===== src/sv/ordered_array_table_engine_unit_defines.svh =====
// assertion macros for the ordered array table engine
`ifndef ORDERED_ARRAY_TABLE_ENGINE_UNIT_DEFINES_SVH
`define ORDERED_ARRAY_TABLE_ENGINE_UNIT_DEFINES_SVH
`ifndef SYNTHESIS
`define OATE_ASSERT_IMPL(label, clk, rst_n, ante, cons) \
    label: assert property (@(posedge clk) disable iff (!rst_n) (ante) |-> (cons)) \
        else $error("assertion failed");
`define OATE_ASSERT_NEXT(label, clk, rst_n, ante, cons) \
    label: assert property (@(posedge clk) disable iff (!rst_n) (ante) |=> (cons)) \
        else $error("assertion failed");
`else
`define OATE_ASSERT_IMPL(label, clk, rst_n, ante, cons)
`define OATE_ASSERT_NEXT(label, clk, rst_n, ante, cons)
`endif
`endif


===== src/sv/oate_pkg.sv =====
`default_nettype none
package oate_pkg;
    localparam int Depth = 32;
    localparam int IdxW  = $clog2(Depth);
    localparam int CntW  = $clog2(Depth + 1);

    localparam logic [2:0] MODE_INS  = 3'd0;
    localparam logic [2:0] MODE_DEL  = 3'd1;
    localparam logic [2:0] MODE_LIN  = 3'd2;
    localparam logic [2:0] MODE_BIN  = 3'd3;
    localparam logic [2:0] MODE_DUMP = 3'd4;

    localparam logic [1:0] ST_OK    = 2'd0;
    localparam logic [1:0] ST_BAD   = 2'd1;
    localparam logic [1:0] ST_MISS  = 2'd2;
    localparam logic [1:0] ST_EMPTY = 2'd3;

    // datapath commands
    typedef enum logic [2:0] {
        CMD_NONE, CMD_LOAD, CMD_RD, CMD_SHUP, CMD_SHDN, CMD_WRVAL, CMD_SWAP
    } t_op;

    typedef struct packed {
        t_op             op;
        logic [IdxW-1:0] addr;
    } t_cmd;

    typedef struct packed {
        logic [31:0] rdata;
    } t_stat;
endpackage
`default_nettype wire


===== src/sv/oate_datapath.sv =====
`default_nettype none
module oate_datapath (
    input  wire logic          i_clk,
    input  wire oate_pkg::t_cmd  i_cmd,
    input  wire logic [31:0]   i_value,
    output oate_pkg::t_stat    o_stat
);
    import oate_pkg::*;

    logic [31:0] r_mem [Depth];
    logic [31:0] r_rdata;
    logic [31:0] r_hold;

    // single-port style table: one read or write per cycle, registered read
    always_ff @(posedge i_clk) begin
        case (i_cmd.op)
            CMD_RD: begin
                r_rdata <= r_mem[i_cmd.addr];
            end
            CMD_LOAD: begin
                r_hold <= r_mem[i_cmd.addr];
                r_rdata <= r_mem[i_cmd.addr];
            end
            CMD_SHUP, CMD_SHDN: begin
                r_mem[i_cmd.addr] <= r_rdata;
            end
            CMD_WRVAL: begin
                r_mem[i_cmd.addr] <= i_value;
            end
            CMD_SWAP: begin
                r_mem[i_cmd.addr] <= r_hold;
            end
            default: begin
            end
        endcase
    end

    assign o_stat.rdata = r_rdata;
endmodule
`default_nettype wire


===== src/sv/oate_ctrl.sv =====
`default_nettype none
module oate_ctrl (
    input  wire logic                 i_clk,
    input  wire logic                 i_rst_n,
    input  wire logic                 i_go,
    input  wire logic [2:0]           i_mode,
    input  wire logic [31:0]          i_value,
    input  wire logic [5:0]           i_position,
    input  wire logic                 i_out_ready,
    input  wire oate_pkg::t_stat      i_stat,
    output oate_pkg::t_cmd            o_cmd,
    output logic                      o_busy,
    output logic                      o_out_valid,
    output logic [1:0]                o_status,
    output logic [4:0]                o_index,
    output logic [31:0]               o_value_out,
    output logic [5:0]                o_count,
    output logic                      o_last
);
    import oate_pkg::*;

    typedef enum logic [3:0] {
        S_IDLE, S_INS_RD, S_INS_WR, S_DEL_RD, S_DEL_WR, S_LIN_RD, S_LIN_CMP,
        S_SRT_LD, S_SRT_RD, S_SRT_CMP, S_BIN_RD, S_BIN_CMP, S_DMP_RD, S_DMP_OUT,
        S_OUT, S_RD_WAIT
    } t_state;

    t_state            r_state;
    t_state            r_ret;
    logic [2:0]        r_mode;
    logic [31:0]       r_val;
    logic [31:0]       r_key;
    logic [CntW-1:0]   r_pos;
    logic [CntW-1:0]   r_cnt;
    logic [CntW-1:0]   r_i;
    logic [CntW-1:0]   r_j;
    logic [CntW:0]     r_lo;
    logic [CntW:0]     r_hi;
    logic [1:0]        r_status;
    logic [IdxW-1:0]   r_index;
    logic [31:0]       r_vout;
    logic              r_last;
    logic              r_valid;
    t_cmd              r_cmd;

    logic [CntW:0]     w_mid;
    logic              w_lt;
    logic              w_key_lt;

    assign w_mid    = (r_lo + r_hi) >> 1;
    assign w_lt     = $signed(i_stat.rdata) < $signed(r_val);
    // key held in r_key during the insertion sort
    assign w_key_lt = $signed(r_key) < $signed(i_stat.rdata);

    // sequencer: at most one table access per cycle
    always_ff @(posedge i_clk) begin
        if (!i_rst_n) begin
            r_state <= S_IDLE;
            r_cnt   <= '0;
            r_valid <= 1'b0;
            r_cmd   <= '{op: CMD_NONE, addr: '0};
        end else begin
            r_cmd <= '{op: CMD_NONE, addr: '0};
            case (r_state)
                S_IDLE: begin
                    if (i_go) begin
                        r_mode   <= i_mode;
                        r_val    <= i_value;
                        r_pos    <= i_position[CntW-1:0];
                        r_status <= ST_OK;
                        r_index  <= '0;
                        r_vout   <= '0;
                        r_last   <= 1'b1;
                        r_state  <= S_OUT;
                        case (i_mode)
                            MODE_INS: begin
                                if (r_cnt >= CntW'(Depth) ||
                                    {1'b0, i_position} > 7'(r_cnt)) begin
                                    r_status <= ST_BAD;
                                end else if (7'(i_position) == 7'(r_cnt)) begin
                                    r_cmd   <= '{op: CMD_WRVAL,
                                                 addr: i_position[IdxW-1:0]};
                                    r_cnt   <= r_cnt + 1'b1;
                                end else begin
                                    r_i     <= r_cnt;
                                    r_cmd   <= '{op: CMD_RD,
                                                 addr: IdxW'(r_cnt - 1'b1)};
                                    r_state <= S_INS_WR;
                                end
                            end
                            MODE_DEL: begin
                                if (7'(i_position) >= 7'(r_cnt)) begin
                                    r_status <= ST_BAD;
                                end else begin
                                    r_i     <= i_position[CntW-1:0];
                                    r_state <= S_DEL_RD;
                                end
                            end
                            MODE_LIN: begin
                                r_i     <= '0;
                                r_state <= S_LIN_RD;
                            end
                            MODE_BIN: begin
                                r_i     <= CntW'(1);
                                r_state <= S_SRT_LD;
                            end
                            MODE_DUMP: begin
                                if (r_cnt == '0) begin
                                    r_status <= ST_EMPTY;
                                end else begin
                                    r_i     <= '0;
                                    r_state <= S_DMP_RD;
                                end
                            end
                            default: r_status <= ST_BAD;
                        endcase
                    end
                end
                // registered table read lands in the cycle after the command
                S_RD_WAIT: begin
                    r_state <= r_ret;
                end
                // insert: move entry i-1 to i, down to the position
                S_INS_RD: begin
                    r_cmd   <= '{op: CMD_RD, addr: IdxW'(r_i - 1'b1)};
                    r_state <= S_INS_WR;
                end
                S_INS_WR: begin
                    r_cmd <= '{op: CMD_SHUP, addr: IdxW'(r_i)};
                    if (r_i - 1'b1 == r_pos) begin
                        r_state <= S_DEL_WR;
                    end else begin
                        r_i     <= r_i - 1'b1;
                        r_state <= S_INS_RD;
                    end
                end
                // delete: move entry i+1 to i; reuse S_DEL_WR as insert finish
                S_DEL_RD: begin
                    if (r_mode == MODE_DEL && r_i + 1'b1 >= r_cnt) begin
                        r_cnt   <= r_cnt - 1'b1;
                        r_state <= S_OUT;
                    end else begin
                        r_cmd   <= '{op: CMD_RD, addr: IdxW'(r_i + 1'b1)};
                        r_state <= S_DEL_WR;
                    end
                end
                S_DEL_WR: begin
                    if (r_mode == MODE_DEL) begin
                        r_cmd   <= '{op: CMD_SHDN, addr: IdxW'(r_i)};
                        r_i     <= r_i + 1'b1;
                        r_state <= S_DEL_RD;
                    end else begin
                        r_cmd   <= '{op: CMD_WRVAL, addr: IdxW'(r_pos)};
                        r_cnt   <= r_cnt + 1'b1;
                        r_state <= S_OUT;
                    end
                end
                // linear scan
                S_LIN_RD: begin
                    if (r_i >= r_cnt) begin
                        r_status <= ST_MISS;
                        r_state  <= S_OUT;
                    end else begin
                        r_cmd   <= '{op: CMD_RD, addr: IdxW'(r_i)};
                        r_ret   <= S_LIN_CMP;
                        r_state <= S_RD_WAIT;
                    end
                end
                S_LIN_CMP: begin
                    if (i_stat.rdata == r_val) begin
                        r_index <= IdxW'(r_i);
                        r_state <= S_OUT;
                    end else begin
                        r_i     <= r_i + 1'b1;
                        r_state <= S_LIN_RD;
                    end
                end
                // insertion sort: key kept in the datapath hold register
                S_SRT_LD: begin
                    if (r_i >= r_cnt) begin
                        r_lo    <= '0;
                        r_hi    <= (CntW+1)'(r_cnt) - 1'b1;
                        r_state <= S_BIN_RD;
                    end else begin
                        r_cmd   <= '{op: CMD_LOAD, addr: IdxW'(r_i)};
                        r_j     <= r_i;
                        r_ret   <= S_SRT_RD;
                        r_state <= S_RD_WAIT;
                    end
                end
                S_SRT_RD: begin
                    if (r_j == '0) begin
                        r_cmd   <= '{op: CMD_SWAP, addr: '0};
                        r_i     <= r_i + 1'b1;
                        r_state <= S_SRT_LD;
                    end else begin
                        if (r_j == r_i) r_key <= i_stat.rdata;
                        r_cmd   <= '{op: CMD_RD, addr: IdxW'(r_j - 1'b1)};
                        r_ret   <= S_SRT_CMP;
                        r_state <= S_RD_WAIT;
                    end
                end
                S_SRT_CMP: begin
                    if (w_key_lt) begin
                        r_cmd   <= '{op: CMD_SHUP, addr: IdxW'(r_j)};
                        r_j     <= r_j - 1'b1;
                        r_state <= S_SRT_RD;
                    end else begin
                        r_cmd   <= '{op: CMD_SWAP, addr: IdxW'(r_j)};
                        r_i     <= r_i + 1'b1;
                        r_state <= S_SRT_LD;
                    end
                end
                // binary search for r_val
                S_BIN_RD: begin
                    if ($signed(r_lo) > $signed(r_hi)) begin
                        r_status <= ST_MISS;
                        r_state  <= S_OUT;
                    end else begin
                        r_cmd   <= '{op: CMD_RD, addr: IdxW'(w_mid)};
                        r_ret   <= S_BIN_CMP;
                        r_state <= S_RD_WAIT;
                    end
                end
                S_BIN_CMP: begin
                    if (i_stat.rdata == r_val) begin
                        r_index <= IdxW'(w_mid);
                        r_state <= S_OUT;
                    end else if (w_lt) begin
                        r_lo    <= w_mid + 1'b1;
                        r_state <= S_BIN_RD;
                    end else begin
                        r_hi    <= w_mid - 1'b1;
                        r_state <= S_BIN_RD;
                    end
                end
                // dump
                S_DMP_RD: begin
                    r_cmd   <= '{op: CMD_RD, addr: IdxW'(r_i)};
                    r_ret   <= S_DMP_OUT;
                    r_state <= S_RD_WAIT;
                end
                S_DMP_OUT: begin
                    r_index <= IdxW'(r_i);
                    r_vout  <= i_stat.rdata;
                    r_last  <= (r_i + 1'b1 == r_cnt);
                    r_state <= S_OUT;
                end
                S_OUT: begin
                    if (!r_valid) begin
                        r_valid <= 1'b1;
                    end else if (i_out_ready) begin
                        r_valid <= 1'b0;
                        if (r_mode == MODE_DUMP && !r_last) begin
                            r_i     <= r_i + 1'b1;
                            r_state <= S_DMP_RD;
                        end else begin
                            r_state <= S_IDLE;
                        end
                    end
                end
                default: r_state <= S_IDLE;
            endcase
        end
    end

    assign o_cmd       = r_cmd;
    assign o_busy      = (r_state != S_IDLE);
    assign o_out_valid = r_valid;
    assign o_status    = r_status;
    assign o_index     = 5'(r_index);
    assign o_value_out = r_vout;
    assign o_count     = 6'(r_cnt);
    assign o_last      = r_last;
endmodule
`default_nettype wire


===== src/sv/ordered_array_table_engine_unit.sv =====
// ordered array table engine: one transaction in flight, input ready again the cycle
// after the last result is taken; each result is registered in S_OUT before valid rises
// insert/delete: a read and a write per moved entry; linear search: read, wait, compare
// per entry; sort-search: insertion sort, then binary search probes of read, wait, compare
// dump: read, wait, output per entry; reset clears count and control, keeps the table
`default_nettype none
`include "ordered_array_table_engine_unit_defines.svh"
module ordered_array_table_engine_unit (
    input  wire logic        i_clk,
    input  wire logic        i_rst_n,
    input  wire logic        s_axis_tvalid,
    output logic             s_axis_tready,
    input  wire logic [47:0] s_axis_tdata,  // mode[2:0], value[34:3], position[40:35]
    output logic             m_axis_tvalid,
    input  wire logic        m_axis_tready,
    output logic [47:0]      m_axis_tdata,  // status[1:0], index[6:2], value_out[38:7],
                                            // count[44:39]
    output logic             m_axis_tlast
);
    import oate_pkg::*;

    t_cmd        w_cmd;
    t_stat       w_stat;
    logic        w_busy;
    logic [1:0]  w_status;
    logic [4:0]  w_index;
    logic [31:0] w_vout;
    logic [5:0]  w_count;
    logic        w_go;
    logic [31:0] w_dp_val;

    assign s_axis_tready = !w_busy;
    assign w_go          = s_axis_tvalid && s_axis_tready;
    assign w_dp_val      = s_axis_tdata[34:3];

    oate_ctrl u_ctrl (
        .i_clk       (i_clk),
        .i_rst_n     (i_rst_n),
        .i_go        (w_go),
        .i_mode      (s_axis_tdata[2:0]),
        .i_value     (s_axis_tdata[34:3]),
        .i_position  (s_axis_tdata[40:35]),
        .i_out_ready (m_axis_tready),
        .i_stat      (w_stat),
        .o_cmd       (w_cmd),
        .o_busy      (w_busy),
        .o_out_valid (m_axis_tvalid),
        .o_status    (w_status),
        .o_index     (w_index),
        .o_value_out (w_vout),
        .o_count     (w_count),
        .o_last      (m_axis_tlast)
    );

    logic [31:0] r_inval;
    // hold the insert value for the write after shifting
    always_ff @(posedge i_clk) begin
        if (w_go) r_inval <= w_dp_val;
    end

    oate_datapath u_dp (
        .i_clk   (i_clk),
        .i_cmd   (w_cmd),
        .i_value (w_go ? w_dp_val : r_inval),
        .o_stat  (w_stat)
    );

    assign m_axis_tdata = {3'b000, w_count, w_vout, w_index, w_status};

    `OATE_ASSERT_IMPL(a_no_accept_busy, i_clk, i_rst_n, m_axis_tvalid, !s_axis_tready)
    `OATE_ASSERT_IMPL(a_count_range, i_clk, i_rst_n, 1'b1, w_count <= 6'(Depth))
    `OATE_ASSERT_NEXT(a_busy_after_go, i_clk, i_rst_n, w_go, !s_axis_tready)
endmodule
`default_nettype wire

===== config.mk =====
export PLATFORM = sky130hd
export DESIGN_NAME = ordered_array_table_engine_unit
export DESIGN_NICKNAME = d
export VERILOG_FILES = /design/src/sv/oate_pkg.sv /design/src/sv/oate_datapath.sv /design/src/sv/oate_ctrl.sv /design/src/sv/ordered_array_table_engine_unit.sv
export VERILOG_INCLUDE_DIRS = /design/src /design/src/sv
export SDC_FILE = /design/constraint.sdc
export NUM_CORES = 2
export LEC_CHECK = 0
export BUFFER_PORTS_ARGS = -buffer_cell sky130_fd_sc_hd__buf_2
export CAP_MARGIN = 10
export CORE_ASPECT_RATIO = 1.25
export CORE_UTILIZATION = 47
export CTS_CLUSTER_SIZE = 14
export DETAILED_ROUTE_END_ITERATION = 10
export HOLD_SLACK_MARGIN = 0.1
export SETUP_SLACK_MARGIN = 0.1
export SYNTH_ARGS = -nofsm -noshare
export SYNTH_HDL_FRONTEND = slang
export SYNTH_SLANG_ARGS = --single-unit

===== constraint.sdc =====
create_clock -name i_clk -period 9.9 [get_ports i_clk]
set_clock_uncertainty 0.05 [all_clocks]
set_input_delay 0.99 -clock i_clk [delete_from_list [all_inputs] [get_ports i_clk]]
set_output_delay 0.99 -clock i_clk [all_outputs]
set_load 0.02 [all_outputs]

==> qor.yml <==
route:
  drc: 0
  drt_iter0_drc: 2608
  wl_um: 131500
  vias: 27519
  drt-wirelength-per-cell_um: 28.95
  viasPerCell: 6.059
  antenna_left: 0
  drt_pre_antenna_iters: 8
final_layout:
  layout.cells.non_filler: 4542
  n_fill_cell: 8531
  final_util: 0.5374
  final_net_count: 3156
  syn_to_final_growth_pct: 12.74
  n_antenna_cell: 0
  drive_gt1_frac: 0.2297
  fin_area_um2: 58540
  layout_commonest_cell: "edfxtp_1"
  final_cell_mix: "1231 x edfxtp_1, 256 x mux4_2, 139 x a22oi_1"
sta:
  holdWs_ns: 0.4007
  setup_violations: 0
  fin_tns_setup_ns: 0
  min_period_ns: 4.162
  hold_violations: 0
  setup_slack_ns: 5.738
  min_period_over_period: 0.4204
  max_freq_ghz: 0.2403
  worst_pin_slew_ns: 1.204
  drv_slew: 0
  slew-limit-headroom: 0.1897
  grt_setup_unrepaired: "false"
critical_path:
  crit_slowest_cell: "buf_12"
  crit_required_ns: 10.18
  start_kind: "register"
  worst_path_dominant_cell_family: "buffers and inverters"
  crit_path_cell_trace: "buf_4, buf_12, mux4_2, a22oi_1, nand4_1"
  end_kind: "register"
  worst-path-buf-inv: 2
  cp_max_fo: 112
  critPathArrivalTime_ns: 4.44
  cpPeakStageDelay_ns: 0.77
  critical_path_class: "reg -> reg"
grt:
  grt_overflow: 0
  grt_pass1_wl_um: 192100
  grt_max_degree: 113
  grt_pass1_vias: 28026
  grt_use_total: 0.2371
  antenna_found_initial: 4
synthesis:
  syn_area_um2: 51930
  synth-async-reset-ratio: 0
  ys.flop_type: "edfxtp_1"
  syn-instance-count: 2853
  yosys_warnings: 0
  synth.avg_cell_area_um2: 18.20
  synth_edf_count: 1231
  yosysSeqAreaShare: 0.7315
  yosysTopAreaCell: "edfxtp_1"
  synthDistinctLibCells: 80
  synth_top_area_frac: 0.7119
  ys_top_cells_by_area: "edfxtp_1 71%, mux4_2 11%, ha_1 2.5%"
  ys_ff_latch: 1282
placement:
  dpl_cell_area_um2: 54550
  place_hpwl_um: 77740
  post-place-ws_ns: 5.621
  gp_congestion: 0.8992
  dpl.cell_count: 4313
  port_buffers: 92
floorplanning:
  rows: 135
  die_height_um: 373.6
  initial_core_util: 0.4766
  fp.dieArea_um2: 111800
  io_pins: 103
  die_w_um: 299.3
  core_area_um2: 108900
power:
  combPwrFrac: 0.295
  vdd_ir_drop_max_mv: 0.1968
  p_seq_frac: 0.439
  intPower_mw: 11.65
  switching_power_mw: 5.608
  power_density_nw_per_um2: 294.8
  p_sw_frac: 0.3250
  finalPower_mw: 17.26
  leakage_nw: 18.70
  clkPwrFrac: 0.266
cts:
  cts_resized: 0
  clockRootBuffer: "clkbuf_16"
  clk_pin_slew_ns: 0.06
  h-tree-depth: 3
  clk_path_buf_depth: 3
  post_cts_buffers: 0
  clkSinkCount: 1282
  ctsHoldBuffers: 0
  cts_tree: "yes"
  cts_buffers: 118
  clkLatencyLatePin_ns: 0.73
status:
  status: "complete, no violations"
min_path:
  hp-class: "in -> reg"
run:
  cap_violations: 0
power by group through the flow:
| stage | clock network, mW | logic [mW] | registers [mW] |
|---|---|---|---|
| after detailed placement | 0 | 5.07 | 7.70 |
| after global placement | 0 | 4.92 | 7.68 |
| after global routing | 4.85 | 5.50 | 7.63 |
| final | 4.59 | 5.08 | 7.58 |
| after floorplan | 0 | 3.31 | 7.56 |
| after CTS | 4.66 | 5.08 | 7.59 |
synth_stat cells, types with 34 or more instances:
library cell,instances
o21ai_0,82
ha_1,103
a22oi_1,139
nor2_1,166
a21oi_1,96
nand4_1,52
mux4_2,256
nand2_1,98
xnor2_1,34
clkbuf_1,87
dfxtp_1,51
edfxtp_1,1231
inv_1,98
sequential cells by signal, indices dropped and copies added, names as in the netlist, 2 cells and up:
name                cells
u_ctrl.r_val           32
u_dp.r_hold            32
u_ctrl.r_hi             7
u_ctrl.o_value_out     32
r_inval                32
u_ctrl.o_index          5
u_ctrl.r_key           32
u_dp.o_stat            32
u_ctrl.r_ret            4
u_ctrl.o_count          6
u_ctrl.o_status         2
u_ctrl.r_mode           3
u_dp.r_mem           1024
u_ctrl.o_cmd            8
u_ctrl.r_i              6
u_ctrl.r_j              6
u_ctrl.r_state          4
u_ctrl.r_pos            6
u_ctrl.r_lo             7
final timing paths:
| path | startpoint | endpoint | slack (ns) | depth (start not counted) |
|---|---|---|---|---|
| max | u_ctrl.o_cmd[0]$_SDFF_PN0_ | u_dp.o_stat[11]$_DFFE_PP_ | 5.74 | 5 |
| min | s_axis_tdata[13] | u_ctrl.r_val[10]$_DFFE_PP_ | 0.40 | 1 |
| max reg2reg | u_ctrl.o_cmd[0]$_SDFF_PN0_ | u_dp.o_stat[11]$_DFFE_PP_ | 5.74 | 5 |
| min reg2reg | r_inval[6]$_DFF_P_ | r_inval[6]$_DFF_P_ | 0.43 | 1 |
cells by family (layout without fill, tap and decap cells):
group / Yosys count / after routing / share of synthesized area
AOI/OAI and AO/OA: 418 / 418 / 0.05296
xor gates and xnor gates: 45 / 45 / 0.008120
adders and majority gates: 104 / 104 / 0.02520
buffers and inverters: 246 / 495 / 0.01889
DFF: 1282 / 1282 / 0.7315
muxes: 296 / 296 / 0.1195
other: 1 / 3 / 0.00007221
and+or+nand+nor: 461 / 461 / 0.04371
routing by layer:
metal	global-route usage	vias to the layer above	share of wire
met5	0	-	0
met3	0.03012	160	0.058
met1	0.3176	14555	0.41
met4	0.06305	0	0.020
met2	0.4085	964	0.52
li1	-	11840	-
final cells by class:
| class | instances | area [µm²] | area share |
|---|---|---|---|
| clock buffers | 162 | 3199 | 0.05465 |
| clock inverters | 62 | 711.9 | 0.01216 |
| inverters | 99 | 372.9 | 0.006369 |
| multi-input cells | 1327 | 13360 | 0.2281 |
| flip-flops and latches | 1282 | 37990 | 0.6490 |
| well taps | 1438 | 1799 | 0.03073 |
| repair buffers | 172 | 1111 | 0.01898 |
No activity file was read; power rests on OpenSTA's default activity.
